$ cat src/hdl/fcba_pkg.sv
// Shared types and constants of the block allocator.
`default_nettype none

package fcba_pkg;

	localparam int NUM_BLOCKS_DFLT = 256;
	localparam int MAX_ENTRIES     = 256;
	localparam logic [8:0] END_MARK = 9'h1FF;

	typedef enum logic [1:0] {
		REQ_ALLOC = 2'd0,
		REQ_FREE  = 2'd1,
		REQ_READ  = 2'd2
	} req_t;

	typedef enum logic [1:0] {
		ST_OK      = 2'd0,
		ST_NOSPACE = 2'd1,
		ST_BAD     = 2'd2
	} status_t;

	typedef struct packed {
		logic [7:0] rd_addr;
		logic       wr_en;
		logic [7:0] wr_addr;
		logic [8:0] wr_data;
	} mem_req_t;

	typedef struct packed {
		status_t    status;
		logic [7:0] first_block;
		logic [8:0] entry_value;
		logic       block_used;
		logic [7:0] free_blocks;
		logic [7:0] chain_count;
	} result_t;

endpackage

`default_nettype wire

$ cat src/hdl/fcba_table.sv
// Allocation table memory: one write and one registered read port, valid bits.
`default_nettype none

module fcba_table #(
	parameter int DEPTH = fcba_pkg::MAX_ENTRIES
) (
	input  wire logic             clk,
	input  wire logic             arst_n,
	input  fcba_pkg::mem_req_t    mem_req,
	output logic [8:0]            rd_data
);

	localparam int IDX_W = (DEPTH > 1) ? $clog2(DEPTH) : 1;

	logic [8:0]       mem [DEPTH];
	logic [DEPTH-1:0] vld_q;
	logic [8:0]       rd_data_q;
	logic             rd_vld_q;
	logic             rd_zero_q;

	// Payload array: no reset, unwritten entries are masked by the valid bits
	always_ff @(posedge clk) begin
		if (mem_req.wr_en) begin
			mem[mem_req.wr_addr[IDX_W-1:0]] <= mem_req.wr_data;
		end
		rd_data_q <= mem[mem_req.rd_addr[IDX_W-1:0]];
	end

	always_ff @(posedge clk or negedge arst_n) begin
		if (!arst_n) begin
			vld_q     <= '0;
			rd_vld_q  <= 1'b0;
			rd_zero_q <= 1'b0;
		end else begin
			if (mem_req.wr_en) begin
				vld_q[mem_req.wr_addr[IDX_W-1:0]] <= 1'b1;
			end
			rd_vld_q  <= vld_q[mem_req.rd_addr[IDX_W-1:0]];
			rd_zero_q <= (mem_req.rd_addr == 8'd0);
		end
	end

	// Block 0 is reserved and never written: it always reads as the end marker
	assign rd_data = rd_zero_q ? fcba_pkg::END_MARK : (rd_vld_q ? rd_data_q : 9'd0);

endmodule

`default_nettype wire

$ cat src/hdl/fcba_seq.sv
// Request sequencer: table scan, chain walk and the counters.
`default_nettype none

module fcba_seq #(
	parameter int DEPTH = fcba_pkg::MAX_ENTRIES
) (
	input  wire logic           clk,
	input  wire logic           arst_n,
	input  wire logic           in_valid,
	input  wire logic [1:0]     req_type,
	input  wire logic [7:0]     block_count,
	input  wire logic [7:0]     start_block,
	input  wire logic           out_free,
	output logic                in_stall,
	output fcba_pkg::mem_req_t  mem_req,
	input  wire logic [8:0]     rd_data,
	output logic                res_valid,
	output fcba_pkg::result_t   res
);

	typedef enum logic [3:0] {
		S_IDLE,
		S_ALLOC_RD,
		S_ALLOC_CHK,
		S_ALLOC_END,
		S_FREE_RD,
		S_FREE_CHK,
		S_FREE_END,
		S_READ_RD,
		S_READ_CHK,
		S_DONE
	} state_t;

	localparam logic [7:0] TOP_BLK = 8'(DEPTH - 1);
	localparam logic [8:0] DEPTH_W = 9'(DEPTH);

	state_t              state_q;
	logic [7:0]          cnt_q;
	logic [7:0]          cur_q;
	logic [7:0]          prev_q;
	logic [7:0]          taken_q;
	logic [7:0]          steps_q;
	logic                head_q;
	logic [7:0]          free_q;
	logic [7:0]          zero_q;
	logic [7:0]          chain_q;
	fcba_pkg::status_t   status_q;
	logic [7:0]          first_q;
	logic [8:0]          entry_q;
	logic                used_q;

	logic [8:0] free_sum;
	logic [7:0] free_new;
	logic       last_step;
	logic       walk_stop;
	logic       blk_out;

	assign free_sum  = {1'b0, free_q} + {1'b0, cnt_q};
	assign free_new  = (free_sum > {1'b0, TOP_BLK}) ? TOP_BLK : free_sum[7:0];
	assign last_step = (({1'b0, steps_q} + 9'd1) == DEPTH_W);
	assign walk_stop = (rd_data == fcba_pkg::END_MARK) || (rd_data == 9'd0) ||
	                   (rd_data >= DEPTH_W) || last_step;
	assign blk_out   = ({1'b0, start_block} >= DEPTH_W);

	assign in_stall  = (state_q != S_IDLE);
	assign res_valid = (state_q == S_DONE) && out_free;

	always_comb begin
		res.status      = status_q;
		res.first_block = first_q;
		res.entry_value = entry_q;
		res.block_used  = used_q;
		res.free_blocks = free_q;
		res.chain_count = chain_q;
	end

	// Table port: read the current block, write links or clears
	always_comb begin
		mem_req.rd_addr = cur_q;
		mem_req.wr_en   = 1'b0;
		mem_req.wr_addr = prev_q;
		mem_req.wr_data = {1'b0, cur_q};
		unique case (state_q)
			S_ALLOC_CHK: begin
				mem_req.wr_en = (rd_data == 9'd0) && (taken_q != 8'd0);
			end
			S_ALLOC_END: begin
				mem_req.wr_en   = 1'b1;
				mem_req.wr_data = fcba_pkg::END_MARK;
			end
			S_FREE_CHK: begin
				mem_req.wr_en   = !(head_q && (rd_data == 9'd0));
				mem_req.wr_addr = cur_q;
				mem_req.wr_data = 9'd0;
			end
			default: begin
				mem_req.wr_en = 1'b0;
			end
		endcase
	end

	always_ff @(posedge clk or negedge arst_n) begin
		if (!arst_n) begin
			state_q  <= S_IDLE;
			cnt_q    <= '0;
			cur_q    <= '0;
			prev_q   <= '0;
			taken_q  <= '0;
			steps_q  <= '0;
			head_q   <= 1'b0;
			free_q   <= TOP_BLK;
			zero_q   <= TOP_BLK;
			chain_q  <= '0;
			status_q <= fcba_pkg::ST_OK;
			first_q  <= '0;
			entry_q  <= '0;
			used_q   <= 1'b0;
		end else begin
			unique case (state_q)
				S_IDLE: begin
					if (in_valid) begin
						cnt_q    <= block_count;
						cur_q    <= start_block;
						taken_q  <= '0;
						steps_q  <= '0;
						head_q   <= 1'b1;
						status_q <= fcba_pkg::ST_OK;
						first_q  <= '0;
						entry_q  <= '0;
						used_q   <= 1'b0;
						state_q  <= S_DONE;
						unique case (req_type)
							fcba_pkg::REQ_ALLOC: begin
								cur_q <= 8'd1;
								if (block_count == 8'd0) begin
									status_q <= fcba_pkg::ST_BAD;
								end else if (block_count > free_q ||
								             block_count > zero_q) begin
									status_q <= fcba_pkg::ST_NOSPACE;
								end else begin
									state_q <= S_ALLOC_RD;
								end
							end
							fcba_pkg::REQ_FREE: begin
								if (block_count == 8'd0 || start_block == 8'd0 || blk_out) begin
									status_q <= fcba_pkg::ST_BAD;
								end else begin
									state_q <= S_FREE_RD;
								end
							end
							fcba_pkg::REQ_READ: begin
								if (blk_out) begin
									status_q <= fcba_pkg::ST_BAD;
								end else begin
									state_q <= S_READ_RD;
								end
							end
							default: begin
								status_q <= fcba_pkg::ST_BAD;
							end
						endcase
					end
				end
				S_ALLOC_RD: begin
					state_q <= S_ALLOC_CHK;
				end
				S_ALLOC_CHK: begin
					if (rd_data == 9'd0) begin
						prev_q  <= cur_q;
						taken_q <= 8'(taken_q + 8'd1);
						if (taken_q == 8'd0) begin
							first_q <= cur_q;
						end
					end
					if ((rd_data == 9'd0) && (8'(taken_q + 8'd1) == cnt_q)) begin
						state_q <= S_ALLOC_END;
					end else begin
						cur_q   <= 8'(cur_q + 8'd1);
						state_q <= S_ALLOC_RD;
					end
				end
				S_ALLOC_END: begin
					free_q  <= 8'(free_q - cnt_q);
					zero_q  <= 8'(zero_q - cnt_q);
					chain_q <= (chain_q == 8'hFF) ? chain_q : 8'(chain_q + 8'd1);
					state_q <= S_DONE;
				end
				S_FREE_RD: begin
					state_q <= S_FREE_CHK;
				end
				S_FREE_CHK: begin
					head_q <= 1'b0;
					if (head_q && (rd_data == 9'd0)) begin
						status_q <= fcba_pkg::ST_BAD;
						state_q  <= S_DONE;
					end else begin
						if (rd_data != 9'd0) begin
							zero_q <= 8'(zero_q + 8'd1);
						end
						steps_q <= 8'(steps_q + 8'd1);
						if (walk_stop) begin
							state_q <= S_FREE_END;
						end else begin
							cur_q   <= rd_data[7:0];
							state_q <= S_FREE_RD;
						end
					end
				end
				S_FREE_END: begin
					free_q  <= free_new;
					chain_q <= (chain_q == 8'd0) ? chain_q : 8'(chain_q - 8'd1);
					state_q <= S_DONE;
				end
				S_READ_RD: begin
					state_q <= S_READ_CHK;
				end
				S_READ_CHK: begin
					entry_q <= rd_data;
					used_q  <= (rd_data != 9'd0);
					state_q <= S_DONE;
				end
				S_DONE: begin
					if (out_free) begin
						state_q <= S_IDLE;
					end
				end
				default: begin
					state_q <= S_IDLE;
				end
			endcase
		end
	end

endmodule

`default_nettype wire

$ cat src/hdl/fat_chain_block_allocator.sv
// Top level of the chained block allocator: sequencer, table and result register.
`default_nettype none

// Allocation table of up to 256 entries (the first min(NUM_BLOCKS, 256) blocks), each 0 when
// free, the next block of a chain, or the end marker 511; block 0 is reserved. One request is
// in flight at a time: in_stall is high from the cycle after a transfer until the sequencer has
// handed its result to the output register. Every table look-up goes through the single read
// port of the table memory (address, then registered data). An allocate of n blocks scans
// upward from block 1 until the n-th free block. A free walks the chain one link per look-up.
// A read makes one look-up. Requests refused on their fields alone make none; a free whose
// start block turns out to be free is refused after its look-up. The result register lets the
// next request be accepted while a result still waits on out_stall. No clearing pass follows
// reset: per-entry valid bits, cleared by arst_n, make unwritten entries read as 0.
module fat_chain_block_allocator #(
	parameter int NUM_BLOCKS = fcba_pkg::NUM_BLOCKS_DFLT
) (
	input  wire logic       clk,
	input  wire logic       arst_n,
	input  wire logic       in_valid,
	output logic            in_stall,
	input  wire logic [1:0] req_type,
	input  wire logic [7:0] block_count,
	input  wire logic [7:0] start_block,
	output logic            out_valid,
	input  wire logic       out_stall,
	output logic [1:0]      status,
	output logic [7:0]      first_block,
	output logic [8:0]      entry_value,
	output logic            block_used,
	output logic [7:0]      free_blocks,
	output logic [7:0]      chain_count
);

	// Only the first 256 blocks are addressable by the 8-bit fields
	localparam int DEPTH = (NUM_BLOCKS < fcba_pkg::MAX_ENTRIES) ? NUM_BLOCKS
	                                                            : fcba_pkg::MAX_ENTRIES;

	fcba_pkg::mem_req_t mem_req;
	fcba_pkg::result_t  res;
	fcba_pkg::result_t  res_q;
	logic [8:0]         rd_data;
	logic               res_valid;
	logic               out_valid_q;
	logic               out_free;

	// The output register is free when empty or when its transfer completes now
	assign out_free = !out_valid_q || !out_stall;

	fcba_seq #(
		.DEPTH(DEPTH)
	) u_seq (
		.clk        (clk),
		.arst_n     (arst_n),
		.in_valid   (in_valid),
		.req_type   (req_type),
		.block_count(block_count),
		.start_block(start_block),
		.out_free   (out_free),
		.in_stall   (in_stall),
		.mem_req    (mem_req),
		.rd_data    (rd_data),
		.res_valid  (res_valid),
		.res        (res)
	);

	fcba_table #(
		.DEPTH(DEPTH)
	) u_table (
		.clk    (clk),
		.arst_n (arst_n),
		.mem_req(mem_req),
		.rd_data(rd_data)
	);

	// Hold the result until its transfer; load a new one only when the slot is free
	always_ff @(posedge clk or negedge arst_n) begin
		if (!arst_n) begin
			out_valid_q <= 1'b0;
		end else if (res_valid) begin
			out_valid_q <= 1'b1;
		end else if (!out_stall) begin
			out_valid_q <= 1'b0;
		end
	end

	always_ff @(posedge clk) begin
		if (res_valid) begin
			res_q <= res;
		end
	end

	assign out_valid   = out_valid_q;
	assign status      = res_q.status;
	assign first_block = res_q.first_block;
	assign entry_value = res_q.entry_value;
	assign block_used  = res_q.block_used;
	assign free_blocks = res_q.free_blocks;
	assign chain_count = res_q.chain_count;

endmodule

`default_nettype wire

$ cat config.mk
export PLATFORM = sky130hd
export DESIGN_NAME = fat_chain_block_allocator
export DESIGN_NICKNAME = d
export VERILOG_FILES = /design/src/hdl/fcba_pkg.sv /design/src/hdl/fcba_table.sv /design/src/hdl/fcba_seq.sv /design/src/hdl/fat_chain_block_allocator.sv
export SDC_FILE = /design/constraint.sdc
export NUM_CORES = 2
export LEC_CHECK = 0
export BUFFER_PORTS_ARGS = -buffer_cell sky130_fd_sc_hd__buf_2
export CORE_MARGIN = 2
export CORE_UTILIZATION = 45
export DETAILED_ROUTE_END_ITERATION = 12
export PLACE_DENSITY = 0.57
export SLEW_MARGIN = 20
export SYNTH_ARGS = -nofsm -noshare
export SYNTH_HDL_FRONTEND = slang
export SYNTH_SLANG_ARGS = --single-unit
$ cat constraint.sdc
create_clock -name clk -period 25.4 [get_ports clk]
set_clock_uncertainty 0.15 [all_clocks]
set_input_delay 2.54 -clock clk [delete_from_list [all_inputs] [get_ports clk]]
set_output_delay 2.54 -clock clk [all_outputs]
set_load 0.005 [all_outputs]
Word level (Yosys, flattened, before mapping) --
Memory sizes are Yosys's and may differ from the RTL's. A register that Yosys moved wholly into a read port is not among the register bits. Cells that the tools add are included.
Word-level totals: register bits 384, memory bits (writable) 2304, input port bits 22, memories 1
Memory list:
- u_table.mem | words 256, bits a word 9, rd ports 1, clocked after memory_dff 1, wr ports 1, line fcba_table.sv:15 | logic [8:0] mem [DEPTH];
Operators by class: $add $sub $neg 10, $lt $le $gt $ge 7, eq/ne operators 27, muxes and demuxes 58, bitwise logic cells 1, reductions and logical operators 44
Operator list (count):
- $or A256 B256 Y256 | 1
- $mux W8 | 16
- $pmux W8 S2 | 6
- $add A8 B1 Y8 const B | 5
- $logic_not A8 Y1 | 5
- $pmux W9 S2 | 2
- $pmux W4 S8 | 1
- $mux W9 | 3
- $mux W4 | 6
- $pmux W8 S3 | 1
- $eq A9 B9 Y1 const B | 2
- $lt A8 B9 Y1 const B | 2
- $eq A4 B3 Y1 const B | 4
- $gt A8 B8 Y1 | 2
- $sub A8 B8 Y8 | 2
- $reduce_and A3 Y1 | 5
- $mux W2 | 6
- $ne A2 B1 Y1 const B | 6
- $ne A2 B2 Y1 const B | 6
- $pmux W4 S3 | 1
- $reduce_and A2 Y1 | 5
- $reduce_bool A2 Y1 | 5
- $add A8 B1 Y9 const B | 1
- $add A8 B8 Y9 | 1
- other kinds (31) | 53

Logic depth before layout (Yosys ltp) --
depth in word-level cells 9, mapped depth 17

Cells and area by module --
From an unflattened synthesis, not the netlist that was laid out.
Unflattened totals: cell total of the unflattened synthesis 5864, area, all modules 107495.6 um^2
Modules (own cells, without submodules):
- fcba_table | times used 1, cells each 5065, area an instance 100071.0 um^2
- fcba_seq | times used 1, cells each 760, area an instance 6307.3 um^2
- fat_chain_block_allocator | times used 1, cells each 39, area an instance 1117.3 um^2

Worst setup path after synthesis --
No wires, ideal clock.
path kind reg-to-reg, start register u_seq.cur_q[2], end memory u_table.mem[0][2], data pin, setup time 2.188 ns, data arrival time 11.380 ns, required time 23.062 ns, slack 11.682 ns, stages on the path, launching flop included 7, clock period less this slack 13.718 ns, cell sequence dfrtp_1 > clkbuf_1 > inv_1 > buf_2 > buf_2 > clkbuf_1 > o21ai_0
RTL lines:
- from (decl) | line fcba_seq.sv:39 | logic [7:0] cur_q;
- from (signal assigned) | line fcba_seq.sv:123 | cur_q <= start_block;
- from (signal assigned) | line fcba_seq.sv:178 | cur_q <= 8'(cur_q + 8'd1);
- from (signal assigned) | line fcba_seq.sv:204 | cur_q <= rd_data[7:0];
- to (decl) | line fcba_table.sv:15

==> flow_results.org <==
** Synth
- By area, the combinational part of the netlist is dominated by multiplexers.
- Summing the areas of all compound-gate instances in the mapped netlist gives 6.04% of the synthesized area.
- The cell area that synthesis handed to floorplanning was about 0.11 mm^2.
- Number of enable-type register cells in the synthesized netlist :: between 2000 and 2500
- Gate count after technology mapping :: roughly 5700
- Measured against the total synthesized area, the mux share comes to around 15%.
- Ranked by total cell area, the synthesized netlist is headed by sky130_fd_sc_hd__edfxtp_1 (65%), sky130_fd_sc_hd__mux4_2 (12%), sky130_fd_sc_hd__dfrtp_1 (7.7%), sky130_fd_sc_hd__mux2i_1 (2.2%), sky130_fd_sc_hd__a31o_2 (1.5%).
- In this run, synthesis produced a sequential element count of 2697.
- Fraction of post-synthesis cell area in the top cell type by area :: around 65%
- Number of nets in the synthesized netlist :: approximately 5800
- Adder-Cell Fraction of Synth Area :: less than 1%
- The synthesized netlist devotes 0.304% of its cell area to XOR and XNOR gates.
- For this run, the number of Yosys warnings is 0.
- Async set or reset register ratio after synthesis :: roughly 13%
- Synthesized-area fraction occupied by and/or/nand/nor cells :: 3.14%
- Of all cell types, the one taking the most synthesized area is sky130_fd_sc_hd__edfxtp_1.
- After synthesis, the mean cell area works out to around 19 um^2.
- For this run, the leading register cell type out of synthesis is sky130_fd_sc_hd__edfxtp_1.
- Counting distinct cell types in the post-synthesis netlist gives between 80 and 90.
- Ranked by instance count, the synthesized netlist is headed by sky130_fd_sc_hd__edfxtp_1 (2340), sky130_fd_sc_hd__mux4_2 (582), sky130_fd_sc_hd__dfrtp_1 (332).
- Among all cell types in the netlist, the one instantiated most often is sky130_fd_sc_hd__edfxtp_1.
- Sequential area share after synthesis :: between 70% and 80%

** Worst setup path
- Startpoint of the worst-slack reg-to-reg timing path :: u_seq.cur_q[2]
- The worst register-to-register path ends at u_table.rd_data_q[0].
- Crit path capture type :: flip-flop
- Maximum fanout encountered on the critical timing path :: 28
- Setup Crit Path Kind :: flip-flop to flip-flop
- Register-to-register path setup slack :: 19.59 ns
- For the worst flop-to-flop path, the logic depth is 11.
- The critical path starts at u_seq.cur_q[2].
- Critical path arrival :: around 6.5 ns
- The worst setup path is launched from a flip-flop.
- Worst EP required :: around 26 ns

** Power
- Combinational power share :: between 30 and 40%
- Power share of the clock group :: roughly 28%
- VDD sags by at most ~0.16 mV.
- Dividing total power by cell area gives a power density of approximately 120 mW/mm^2.
- Switching power :: 5.19 mW
- In this run the static leakage power is between 40 and 50 nW.
- Cell internal power dissipation :: ~9.5 mW
- Flop pwr share :: about two fifths
- Switching Share :: 35.3%

** Layout
- The post-route netlist has between 20 and 30% of its cells at a drive strength greater than 1.
- Net count, final :: ~6000
- Relative to the synthesized area, the layout overhead comes to 13.3%.
- After routing the design area is approximately 0.12 mm^2.

** Route
- Count of vias placed by the detailed router :: 58900
- Using the TritonRoute via totals, the vias-per-cell ratio works out to roughly 6.3.
- Final wirelength :: a little over 300000 um
- In this run the remaining antenna-violating nets after routing total 0.
- Number of DRC violations after detailed routing :: 0
- The detailed router finished its first iteration with 7380 violations.
- First-pass iteration count of the detailed router :: 6
- Routed len/inst :: 33.2 um

** Timing
- The max-slew violation count is 0.
- At the pin with the least slew margin, the transition time is 1.40 ns.
- Timing would allow up to ~0.17 GHz.
- Setup violations remaining at the end of the flow were counted as 0.
- Period utilization :: a little under a quarter
- Setup WS post-layout :: between 15 and 20 ns
- RSZ-0062 raised after global routing :: no
- Fin crit period :: 5.81 ns
- The final hold violation count is 0.
- Headroom to the max-slew limit came out at ~5.7%.
- Final sum of negative setup slack :: 0 ns

** Placement
- The placed instances occupy a cell area of approximately 0.11 mm^2.
- Final RePlAce weighted congestion :: 0.858
- The wire-length estimate of the detail-placed layout is about 180000 um.
- Number of port buffers :: between 50 and 60
- Minimum setup slack after placement :: between 15 and 20 ns

** Min path
- Path class of the lowest-slack min-delay path :: flip-flop to flip-flop
- The path with the worst hold slack has its endpoint at first_block[4].
- Hold Path Origin :: u_seq.first_q[4]
- Hold Path Cell Cnt :: 0

** Die
- In this run the core area contains approximately 180 standard-cell rows.
- Die footprint :: approximately 0.24 mm^2
- Floorplan core area :: around 0.24 mm^2
- Die Ht :: between 400 and 500 um
- For this configuration, the core starts out at a cell density of between 40% and 50%.
- Overall die width :: approximately 490 um
- In this run the count of I/O pins placed on the die edge is 60.

** Clock tree
- Number of H-tree levels :: 5
- Clock latency on the worst-skew pair :: 0.94 ns
- Buffers inserted during clock tree synthesis total 295.
- The cell sitting at the root of the clock tree is a sky130_fd_sc_hd__clkbuf_16.
- After clock tree synthesis, the clock-pin slew on the worst setup and hold paths is around 0.060 ns.
- Count of clock tree sinks :: approximately 2700
- TritonCTS built the clock tree.
- Setup repair bufs after CTS :: 0
- The clock passes through at most 4 buffers.
- In this run, post-CTS repair resized a total of 0 instances.
- Cts hold-fix bufs :: 0

** GRT
- The number of antenna violations at the first check in global routing came to 13.
- Overflow left after global routing :: 0
- Largest net degree at the start of global routing :: 224
- Vias in the first global route :: 57900
- GRT Total Usage :: 25.3%
- The first global-routing pass estimated between 400000 and 500000 um of wire.

** Outcome
- The flow ran to the end, and the final reports show no timing, DRC or antenna violations.

** Job
- Across the run, the number of max-cap violations was 0.
[worst max-delay path by stage]
stage / to / slack, ns / depth (start not counted)
floorplan: u_table.mem[0][2] / 11.68 / 6
CTS: u_table.rd_data_q[5] / 19.49 / 9
global route: u_table.rd_data_q[5] / 19.34 / 9
global placement: u_table.rd_data_q[0] / 19.13 / 9
finish: u_table.rd_data_q[0] / 19.59 / 11
detailed placement: u_table.rd_data_q[5] / 19.49 / 9
[state kept, by name, summed over array words and instances, names as in the netlist, 9 cells and up]
signal and flops:
u_table.vld_q 256, u_table.rd_data_q 9, u_table.mem 2304, u_seq.entry_q 9, entry_value 9
[routing by layer]
layer  vias to the layer above  GRT usage (%)  share of wire, %
li1                      24000              -                 -
met1                     31600           36.5                42
met2                      2724           38.6                46
met3                       514           5.12               8.7
met4                         8           8.95               3.6
met5                         -              0             0.017
[power by group through the flow]
stage	sequential, mW	combinational (mW)	clock (mW)
2_1_floorplan	6.20	2.84	0
3_3_place_gp	5.84	4.74	0
3_5_place_dp	5.85	4.79	0
4_1_cts	5.76	4.80	4.17
5_1_grt	5.78	5.02	4.35
6_report	5.76	4.81	4.11
[kinds of logic after synthesis]
group,count (synthesis)
AOI/OAI and AO/OA,912
xor gates and xnor gates,36
adders and majority gates,54
buffers and inverters,466
DFF,2697
muxes,841
and+or+nand+nor,720
[cells in the final DEF, fill, tap and decap left out, drive strengths merged, types with 24 or more instances in the layout]
master / count
o21ai: 145
nand2: 167
mux2i: 233
ha: 50
inv: 62
mux4: 582
clkbuf: 381
buf: 381
a22oi: 61
a31o: 180
nor3: 235
a221oi: 37
mux2: 26
a31oi: 35
a22o: 26
edfxtp: 2340
o221ai: 24
a211oi: 33
nand3: 38
o22ai: 65
clkinv: 97
dfrtp: 332
a21o: 27
nor2: 180
a21oi: 123
o21bai: 67
[critical path, cell delays in order (launching register included)]
cell and delay (ns):
sky130_fd_sc_hd__dfrtp_4 0.71, sky130_fd_sc_hd__buf_4 0.41, sky130_fd_sc_hd__buf_4 0.44, sky130_fd_sc_hd__nor2b_4 0.84
sky130_fd_sc_hd__buf_4 0.44, sky130_fd_sc_hd__buf_4 0.59, sky130_fd_sc_hd__a22o_1 0.26, sky130_fd_sc_hd__a211oi_1 0.11
sky130_fd_sc_hd__a211oi_1 0.77, sky130_fd_sc_hd__nor3_1 0.28, sky130_fd_sc_hd__o21ai_0 0.46, sky130_fd_sc_hd__o311a_1 0.25
[per-stage QoR]
stage	power (mW)	std cells	hold WS (ns)	util, %
2_1_floorplan	9.04	5726	0.270	-
6_report	14.7	9378	0.297	51.4
3_3_place_gp	10.6	8863	0.282	47.5
5_1_grt	15.1	9377	0.314	51.4
4_1_cts	14.7	9369	0.299	51.3
3_5_place_dp	10.6	8863	0.284	47.5
[area by class of cell]
cell class	instances	area, um^2
multi-input combinational	2563	27100
tap	3167	3960
clock inverter	125	1130
fill	19000	116000
timing repair buffer	381	2950
antenna	5	12.5
clock buffer	381	7980
sequential	2697	79200
inverter	59	236
Power figures use the tool's default switching activity.
